<file path="src/hdl/sspc_pkg.sv">
// Shared types, codes and default sizes for the searchable stack with parity counts.
package sspc_pkg;

    // Default sizes, handed to the top-level parameters.
    localparam int CAPACITY_DEF   = 64;
    localparam int DATA_WIDTH_DEF = 32;

    // Fixed field widths of the stream interface.
    localparam int OP_W     = 2;
    localparam int VALUE_W  = 32;
    localparam int STATUS_W = 2;
    localparam int DIST_W   = 6;
    localparam int COUNT_W  = 7;
    localparam int OUT_DATA_W = 32;
    localparam int OUT_PAD_W  = OUT_DATA_W - DIST_W - 3 * COUNT_W;

    // Request codes. Code 3 carries no meaning and is answered as a no-op.
    typedef enum logic [OP_W-1:0] {
        OP_PUSH   = 2'd0,
        OP_POP    = 2'd1,
        OP_SEARCH = 2'd2
    } t_op;

    // Result status codes.
    typedef enum logic [STATUS_W-1:0] {
        ST_OK        = 2'd0,
        ST_EMPTY     = 2'd1,
        ST_FULL      = 2'd2,
        ST_NOT_FOUND = 2'd3
    } t_status;

    // Commands from the controller to the datapath.
    typedef struct packed {
        logic    load;       // capture the incoming word, restart the search index
        logic    push;       // write the word on top and count its parity
        logic    pop_dec;    // drop the top and start reading it
        logic    pop_fin;    // take the popped word off its parity count
        logic    srch_step;  // advance the search walk by one entry
        logic    take_dist;  // record the distance of the current match
        logic    out_load;   // load the result register
        t_status out_status; // status that goes with the result
    } t_cmd;

    // Status from the datapath to the controller.
    typedef struct packed {
        logic full;
        logic empty;
        logic hit;   // compared entry equals the key
        logic last;  // compared entry is the bottom of the stack
    } t_stat;

endpackage

</file>
<file path="src/hdl/sspc_ctrl.sv">
// Controller state machine: sequences push, pop and search and hands off results.
module sspc_ctrl (
    input  logic                            i_clk,
    input  logic                            i_rst_n,
    input  logic                            s_axis_tvalid,
    output logic                            s_axis_tready,
    input  logic [sspc_pkg::OP_W-1:0]       i_op,
    output logic                            m_axis_tvalid,
    input  logic                            m_axis_tready,
    input  sspc_pkg::t_stat                 i_stat,
    output sspc_pkg::t_cmd                  o_cmd
);

    typedef enum logic [5:0] {
        S_IDLE  = 6'b000001,
        S_PUSH  = 6'b000010,
        S_POP   = 6'b000100,
        S_POPRD = 6'b001000,
        S_SRCH  = 6'b010000,
        S_DONE  = 6'b100000
    } t_state;

    t_state            r_state, n_state;
    sspc_pkg::t_status r_status, n_status;
    logic              r_m_valid, n_m_valid;

    assign s_axis_tready = (r_state == S_IDLE);
    assign m_axis_tvalid = r_m_valid;

    always_comb begin
        n_state   = r_state;
        n_status  = r_status;
        n_m_valid = r_m_valid;
        o_cmd     = '0;
        o_cmd.out_status = r_status;

        if (r_m_valid && m_axis_tready) begin
            n_m_valid = 1'b0;
        end

        case (r_state)
            S_IDLE: begin
                if (s_axis_tvalid) begin
                    o_cmd.load = 1'b1;
                    n_status   = sspc_pkg::ST_OK;
                    case (i_op)
                        sspc_pkg::OP_PUSH:   n_state = S_PUSH;
                        sspc_pkg::OP_POP:    n_state = S_POP;
                        sspc_pkg::OP_SEARCH: n_state = S_SRCH;
                        default:             n_state = S_DONE;
                    endcase
                end
            end
            S_PUSH: begin
                if (i_stat.full) begin
                    n_status = sspc_pkg::ST_FULL;
                end else begin
                    o_cmd.push = 1'b1;
                end
                n_state = S_DONE;
            end
            S_POP: begin
                if (i_stat.empty) begin
                    n_status = sspc_pkg::ST_EMPTY;
                    n_state  = S_DONE;
                end else begin
                    o_cmd.pop_dec = 1'b1;
                    n_state       = S_POPRD;
                end
            end
            S_POPRD: begin
                o_cmd.pop_fin = 1'b1;
                n_state       = S_DONE;
            end
            S_SRCH: begin
                o_cmd.srch_step = 1'b1;
                if (i_stat.empty) begin
                    n_status = sspc_pkg::ST_NOT_FOUND;
                    n_state  = S_DONE;
                end else if (i_stat.hit) begin
                    o_cmd.take_dist = 1'b1;
                    n_state         = S_DONE;
                end else if (i_stat.last) begin
                    n_status = sspc_pkg::ST_NOT_FOUND;
                    n_state  = S_DONE;
                end
            end
            S_DONE: begin
                if (!r_m_valid || m_axis_tready) begin
                    o_cmd.out_load = 1'b1;
                    n_m_valid      = 1'b1;
                    n_state        = S_IDLE;
                end
            end
            default: begin
                n_state = S_IDLE;
            end
        endcase
    end

    always_ff @(posedge i_clk) begin
        if (!i_rst_n) begin
            r_state   <= S_IDLE;
            r_status  <= sspc_pkg::ST_OK;
            r_m_valid <= 1'b0;
        end else begin
            r_state   <= n_state;
            r_status  <= n_status;
            r_m_valid <= n_m_valid;
        end
    end

endmodule

</file>
<file path="src/hdl/sspc_dp.sv">
// Datapath: stack memory, fill pointer, parity counters, search walk and result register.
module sspc_dp #(
    parameter int CAPACITY   = sspc_pkg::CAPACITY_DEF,
    parameter int DATA_WIDTH = sspc_pkg::DATA_WIDTH_DEF
) (
    input  logic                                i_clk,
    input  logic                                i_rst_n,
    input  logic signed [sspc_pkg::VALUE_W-1:0] i_value,
    input  sspc_pkg::t_cmd                      i_cmd,
    output sspc_pkg::t_stat                     o_stat,
    output logic [sspc_pkg::STATUS_W-1:0]       o_status,
    output logic [sspc_pkg::OUT_DATA_W-1:0]     o_data
);

    localparam int PTR_W  = $clog2(CAPACITY + 1);
    localparam int ADDR_W = $clog2(CAPACITY);

    logic [DATA_WIDTH-1:0] mem [CAPACITY];
    logic [DATA_WIDTH-1:0] r_rd_data;
    logic [ADDR_W-1:0]     rd_addr;

    logic [DATA_WIDTH-1:0] r_word;
    logic [PTR_W-1:0]      r_sp, n_sp;
    logic [PTR_W-1:0]      r_odd, n_odd;
    logic [PTR_W-1:0]      r_even, n_even;
    logic [PTR_W-1:0]      r_idx;
    logic [PTR_W-1:0]      r_cmp_idx;
    logic                  r_cmp_vld;
    logic [PTR_W-1:0]      r_dist;

    logic [sspc_pkg::STATUS_W-1:0] r_out_status;
    logic [sspc_pkg::DIST_W-1:0]   r_out_dist;
    logic [sspc_pkg::COUNT_W-1:0]  r_out_odd;
    logic [sspc_pkg::COUNT_W-1:0]  r_out_even;
    logic [sspc_pkg::COUNT_W-1:0]  r_out_fill;

    // Entry below the top by r_idx; r_idx is zero during a pop.
    assign rd_addr = ADDR_W'(r_sp - PTR_W'(1) - r_idx);

    assign o_stat.full  = (r_sp == PTR_W'(CAPACITY));
    assign o_stat.empty = (r_sp == '0);
    assign o_stat.hit   = r_cmp_vld && (r_rd_data == r_word);
    assign o_stat.last  = r_cmp_vld && (r_cmp_idx == PTR_W'(r_sp - PTR_W'(1)));

    always_ff @(posedge i_clk) begin
        if (i_cmd.push) begin
            mem[ADDR_W'(r_sp)] <= r_word;
        end
        r_rd_data <= mem[rd_addr];
    end

    always_comb begin
        n_sp   = r_sp;
        n_odd  = r_odd;
        n_even = r_even;
        if (i_cmd.push) begin
            n_sp = r_sp + PTR_W'(1);
            if (r_word[0]) begin
                n_odd = r_odd + PTR_W'(1);
            end else begin
                n_even = r_even + PTR_W'(1);
            end
        end
        if (i_cmd.pop_dec) begin
            n_sp = r_sp - PTR_W'(1);
        end
        if (i_cmd.pop_fin) begin
            if (r_rd_data[0]) begin
                if (r_odd != '0) begin
                    n_odd = r_odd - PTR_W'(1);
                end
            end else begin
                if (r_even != '0) begin
                    n_even = r_even - PTR_W'(1);
                end
            end
        end
    end

    always_ff @(posedge i_clk) begin
        if (!i_rst_n) begin
            r_sp      <= '0;
            r_odd     <= '0;
            r_even    <= '0;
            r_idx     <= '0;
            r_cmp_vld <= 1'b0;
        end else begin
            r_sp   <= n_sp;
            r_odd  <= n_odd;
            r_even <= n_even;
            if (i_cmd.load) begin
                r_idx     <= '0;
                r_cmp_vld <= 1'b0;
            end else if (i_cmd.srch_step) begin
                // The read issued this cycle is compared in the next one.
                r_cmp_vld <= (r_idx < r_sp);
                if (r_idx < r_sp) begin
                    r_idx <= r_idx + PTR_W'(1);
                end
            end
        end
    end

    always_ff @(posedge i_clk) begin
        if (i_cmd.load) begin
            r_word <= DATA_WIDTH'(i_value);
            r_dist <= '0;
        end
        if (i_cmd.srch_step) begin
            r_cmp_idx <= r_idx;
        end
        if (i_cmd.take_dist) begin
            r_dist <= r_cmp_idx;
        end
        if (i_cmd.out_load) begin
            r_out_status <= i_cmd.out_status;
            r_out_dist   <= sspc_pkg::DIST_W'(r_dist);
            r_out_odd    <= sspc_pkg::COUNT_W'(r_odd);
            r_out_even   <= sspc_pkg::COUNT_W'(r_even);
            r_out_fill   <= sspc_pkg::COUNT_W'(r_sp);
        end
    end

    assign o_status = r_out_status;
    assign o_data   = {{sspc_pkg::OUT_PAD_W{1'b0}}, r_out_fill, r_out_even,
                       r_out_odd, r_out_dist};

endmodule

</file>
<file path="src/hdl/searchable_stack_parity_count.sv">
// Top level of the searchable stack with parity counts.
//
//  Channel   Direction  tdata (lowest bit up)                 tuser
//  s_axis    in         value[31:0]                           operation[1:0]
//  m_axis    out        distance[5:0], odd_count[12:6],       status[1:0]
//                       even_count[19:13], fill_level[26:20],
//                       zeros[31:27]
//
// One item is worked on at a time. A push goes through S_PUSH and a pop through
// S_POP and S_POPRD before S_DONE loads the result register; a search walks at
// most n entries, where n is the fill level, reading the stack memory one
// entry per cycle through its single registered read port, top first.
// Reset clears the fill level and both parity counts; the stack memory is
// not cleared and needs no clearing pass. A stalled output holds its result,
// and the next item is accepted while that result waits to be taken.
module searchable_stack_parity_count #(
    parameter int CAPACITY   = sspc_pkg::CAPACITY_DEF,
    parameter int DATA_WIDTH = sspc_pkg::DATA_WIDTH_DEF
) (
    input  logic                                i_clk,
    input  logic                                i_rst_n,
    // Request stream.
    input  logic                                s_axis_tvalid,
    output logic                                s_axis_tready,
    input  logic [sspc_pkg::VALUE_W-1:0]        s_axis_tdata,  // value[31:0]
    input  logic [sspc_pkg::OP_W-1:0]           s_axis_tuser,  // operation[1:0]
    // Result stream.
    output logic                                m_axis_tvalid,
    input  logic                                m_axis_tready,
    // distance[5:0], odd_count[12:6], even_count[19:13], fill_level[26:20], zeros
    output logic [sspc_pkg::OUT_DATA_W-1:0]     m_axis_tdata,
    output logic [sspc_pkg::STATUS_W-1:0]       m_axis_tuser   // status[1:0]
);

    sspc_pkg::t_cmd  cmd;
    sspc_pkg::t_stat stat;

    // The controller decides what happens to each item; the datapath holds
    // the stack, its counters and the result register.
    sspc_ctrl u_ctrl (
        .i_clk         (i_clk),
        .i_rst_n       (i_rst_n),
        .s_axis_tvalid (s_axis_tvalid),
        .s_axis_tready (s_axis_tready),
        .i_op          (s_axis_tuser),
        .m_axis_tvalid (m_axis_tvalid),
        .m_axis_tready (m_axis_tready),
        .i_stat        (stat),
        .o_cmd         (cmd)
    );

    // The incoming value is a signed word; the datapath sign-extends or
    // truncates it to the stored word width.
    sspc_dp #(
        .CAPACITY   (CAPACITY),
        .DATA_WIDTH (DATA_WIDTH)
    ) u_dp (
        .i_clk    (i_clk),
        .i_rst_n  (i_rst_n),
        .i_value  (signed'(s_axis_tdata)),
        .i_cmd    (cmd),
        .o_stat   (stat),
        .o_status (m_axis_tuser),
        .o_data   (m_axis_tdata)
    );

endmodule

</file>
<file path="config.mk">
export PLATFORM = sky130hd
export DESIGN_NAME = searchable_stack_parity_count
export DESIGN_NICKNAME = d
export VERILOG_FILES = /design/src/hdl/sspc_pkg.sv /design/src/hdl/sspc_ctrl.sv /design/src/hdl/sspc_dp.sv /design/src/hdl/searchable_stack_parity_count.sv
export SDC_FILE = /design/constraint.sdc
export NUM_CORES = 2
export LEC_CHECK = 0
export ABC_AREA = 1
export BUFFER_PORTS_ARGS = -buffer_cell sky130_fd_sc_hd__buf_2
export CAP_MARGIN = 30
export CORE_MARGIN = 2
export CORE_UTILIZATION = 31
export DETAILED_ROUTE_END_ITERATION = 6
export PLACE_DENSITY = 0.55
export SKIP_CTS_REPAIR_TIMING = 1
export SYNTH_ARGS = -nofsm -noshare
export SYNTH_HDL_FRONTEND = slang
export SYNTH_SLANG_ARGS = --single-unit
</file>
<file path="constraint.sdc">
create_clock -name i_clk -period 12.5 [get_ports i_clk]
set_clock_uncertainty 0.05 [all_clocks]
set_input_delay 0.625 -clock i_clk [delete_from_list [all_inputs] [get_ports i_clk]]
set_output_delay 0.625 -clock i_clk [all_outputs]
set_load 0.02 [all_outputs]
</file>
==> results by group <==
Min path
  – Hold Path Origin: s_axis_tuser[0]
  – Worst Hold Class: primary input to register

Critical path
  – CP Launch Type: register
  – Crit Path Class: register to register
  – WP data required: roughly 13 ns
  – Largest stage delay, worst path: 0.95 ns
  – RR Startpoint: u_dp.r_sp[0]$_SDFFE_PN0N_
  – Crit. End Element: register
  – CP max FO: 159
  – CP max stage cell: fa_4
  – Worst setup path startpoint: u_dp.r_sp[0]$_SDFFE_PN0N_
  – CP arrival: 6.92 ns
  – CP Cell Sequence: inv_1 > ha_1 > inv_1 > fa_4 > inv_8 > buf_12 > buf_4 > o21ai_0 > o22ai_1 > inv_1 > o21ai_1 > nand2_1 > nand3_1 > nand3_1 > o21ai_1
  – Critical Path Most Common Cell: inv_1

Cells and area
  – Area growth, synth to finish: 13.9%
  – Ratio of cells with drive above 1 in the final layout: 8.87%
  – Non-Filler Instances: about 11,000
  – Nets: 7,200

Route
  – Detail-routed via count per cell: 5.22
  – Antenna viol nets, final: 0
  – # DRC: 0
  – Iteration-0 DRC Markers: 7,335
  – WL/cell: 24.2 microns
  – Post-Route WL: 268 mm
  – Pre-antenna DRT Iters: 6
  – Routed vias: around 58,000

Yosys
  – Sequential fraction of the synthesis area: 74.1%
  – Adder-Cell Fraction of Synth Area: 0.308%
  – Distinct cells, synth: 48
  – Async SR Flop Fraction: 0%
  – Synth top cells by count: 2,122 x edfxtp_1, 1,158 x nor2_1, 1,034 x o21ai_0
  – Largest family of logic cells by synthesized area: compound AO/OA/AOI/OAI gates
  – Post-synthesis compound-gate area fraction: 11.5%
  – Syn avg cell area: 12.3 sq um
  – Warnings from Yosys: 0
  – Yosys top cell area share: 72.5%
  – Post-synth EDFFs: 2,122
  – Post-synthesis register bit count: 2,192
  – Mapped Area: 87,800 sq um
  – Yosys top cell by area: edfxtp_1
  – Top cells by area, synth: edfxtp_1 73%, o21ai_0 5.9%, nor2_1 4.9%
  – Post-Syn Instances: between 7,000 and 8,000
  – Synth Area in XOR/XNOR: 0.258%
  – Top_reg_cell synth: edfxtp_1
  – Synth Area in Simple Gates: 9.56%
  – Mux share of post-synthesis cell area: 0%
  – Count leader, synth: edfxtp_1

Floorplanning
  – Die height: ~540 microns
  – Starting Density: a little under a third
  – Ports: 74
  – Num rows: between 150 and 200
  – Core ar.: 282,000 sq um
  – Die ar.: 288,000 sq um
  – DIE WIDTH: 536 microns

STA
  – Fin crit period: ~6 ns
  – Post-route setup TNS: 0 ns
  – Slew Viols, Final: 0
  – Worst hold slack: 0.0282 ns
  – Slew @ Worst Pin: 1.09 ns
  – Final-report hold violation count: 0
  – Final critical-path share of the clock period: about half
  – Max Freq: about 160 MHz
  – Slew headroom: 27.6%
  – Final setup vio count: 0
  – RSZ-0062 raised after global routing: false

Clock tree
  – CTS Buffer Depth: 3
  – Clk_lat worst skew: 0.87 ns
  – CTS tree: done
  – Cts bufs inserted: between 200 and 250
  – Worst-path clk slew: ~0.06 ns
  – Root buf cell: clkbuf_16
  – H-tree lvl count: 4
  – Sink Count: ~2,200

Flow run
  – Max-Cap Viols: 0

Status
  – Status: completed

GRT
  – Largest net degree at the start of global routing: 304
  – Initial antenna violation count: 11
  – Global route overflow: 0
  – Global-route wire length before repair: ~380 mm
  – Vias in the first global route: 54,300
  – GRT Resource Usage Total: 18.0%

Power and ir drop
  – Maximum vdd drop: 0.166 mV
  – Pwr dens: about 170 nW/um^2
  – Leakage: 33.6 nW

Placement
  – Final Wtd Congestion: ~0.85
  – Inst Count DP: 10,600
  – HPWL after DPL: approximately 140 mm
  – Port Buffer Count: 68
## state kept, by name, indices dropped and copies added (netlist names)
name and cells:
u_dp.r_even 7, u_dp.r_out_odd 7, u_ctrl.m_axis_tvalid 1, u_dp.r_word 32, u_dp.r_out_even 7, u_dp.r_cmp_vld 1, u_dp.r_dist 6, u_dp.r_rd_data 32
u_dp.o_status 2, u_dp.r_out_fill 7, u_ctrl.r_status 2, u_dp.r_odd 7, u_dp.r_idx 7, u_dp.mem 2048, u_dp.r_out_dist 6, u_ctrl.r_state 6
u_dp.r_sp 7, u_dp.r_cmp_idx 7
## final cells by class
cell class	count	area (sq um)
Antenna cell	2	5.00
Clock buffer	288	5890
Clock inverter	121	1130
Fill cell	27300	182000
Inverter	396	1530
Multi-Input combinational cell	4076	19600
Sequential cell	2192	65100
Tap cell	3743	4680
Timing Repair Buffer	257	2080
## critical path: cells and delay by family, from the launching register on
kind / cells / cell delay [ns]
flops: 1 / 0.59
fa+ha+maj: 2 / 1.31
buf+inv: 6 / 2.39
compound gates: 4 / 0.66
simple gates: 3 / 0.67
## report_power, final
group / switching, mW / total [mW] / internal (mW)
sequential: 0.0971 / 8.52 / 8.42
clock: 2.82 / 6.49 / 3.67
combinational: 1.49 / 1.87 / 0.378
total: 4.41 / 16.9 / 12.5
## per-stage QoR
stage / cell area, sq um / util [%] / worst slack (ns) / total power, mW
3_3_place_gp: 92500 / 32.8 / 6.55 / 10.5
4_1_cts: 99600 / 35.3 / 6.46 / 16.9
2_1_floorplan: 87900 / - / 7.64 / 9.57
3_5_place_dp: 92600 / 32.8 / 6.47 / 10.5
6_report: 100000 / 35.5 / 6.32 / 16.9
5_1_grt: 100000 / 35.5 / 6.10 / 17.3
## per-layer routing
| layer | routed length, microns | global-route usage, % | vias to the layer above |
|---|---|---|---|
| met5 | 0 | 0 | - |
| met4 | 9830 | 6.62 | 0 |
| met2 | 122000 | 28.3 | 2560 |
| met3 | 21600 | 2.47 | 409 |
| li1 | - | - | 25700 |
| met1 | 114000 | 25.5 | 29200 |
## kinds of logic (layout without fill, tap and decap cells)
kind of cell,Yosys count,in the layout
flops,2192,2192
simple gates,2137,2137
compound gates,1891,1891
buf+inv,851,1062
xor+xnor,22,22
fa+ha+maj,21,21
other cells,1,7
## layout by cell type, fill, tap and decap left out, drive strengths merged
cell type and count:
clkinvlp 4, dlygate4sd3 32, a211oi 1, nand3b 1, fa 1, nand3 204
clkbuf 288, nand2 734, o22ai 513, o21a 1, conb 5, edfxtp 2122
nor2 1164, or2 3, ha 20, dfxtp 70, xnor2 11, o21ai 1335
xor2 11, nor3b 2, clkinv 92, diode 2, a31oi 4, nand4 12
o21bai 1, a221oi 1, a21boi 1, buf 225, nor3 16, nor4 1
inv 404, bufinv 17, a21oi 34
## final timing paths
check / end / slack (ns) / depth (start not counted)
min: u_ctrl.r_state[1]$_SDFFE_PN0P_ / 0.03 / 4
min reg2reg: u_dp.r_out_dist[2]$_DFFE_PP_ / 0.36 / 0
max: u_dp.r_rd_data[31]$_DFF_P_ / 6.32 / 15
max reg2reg: u_dp.r_rd_data[31]$_DFF_P_ / 6.32 / 15
Note: power is estimated with default switching activity, not from simulation.
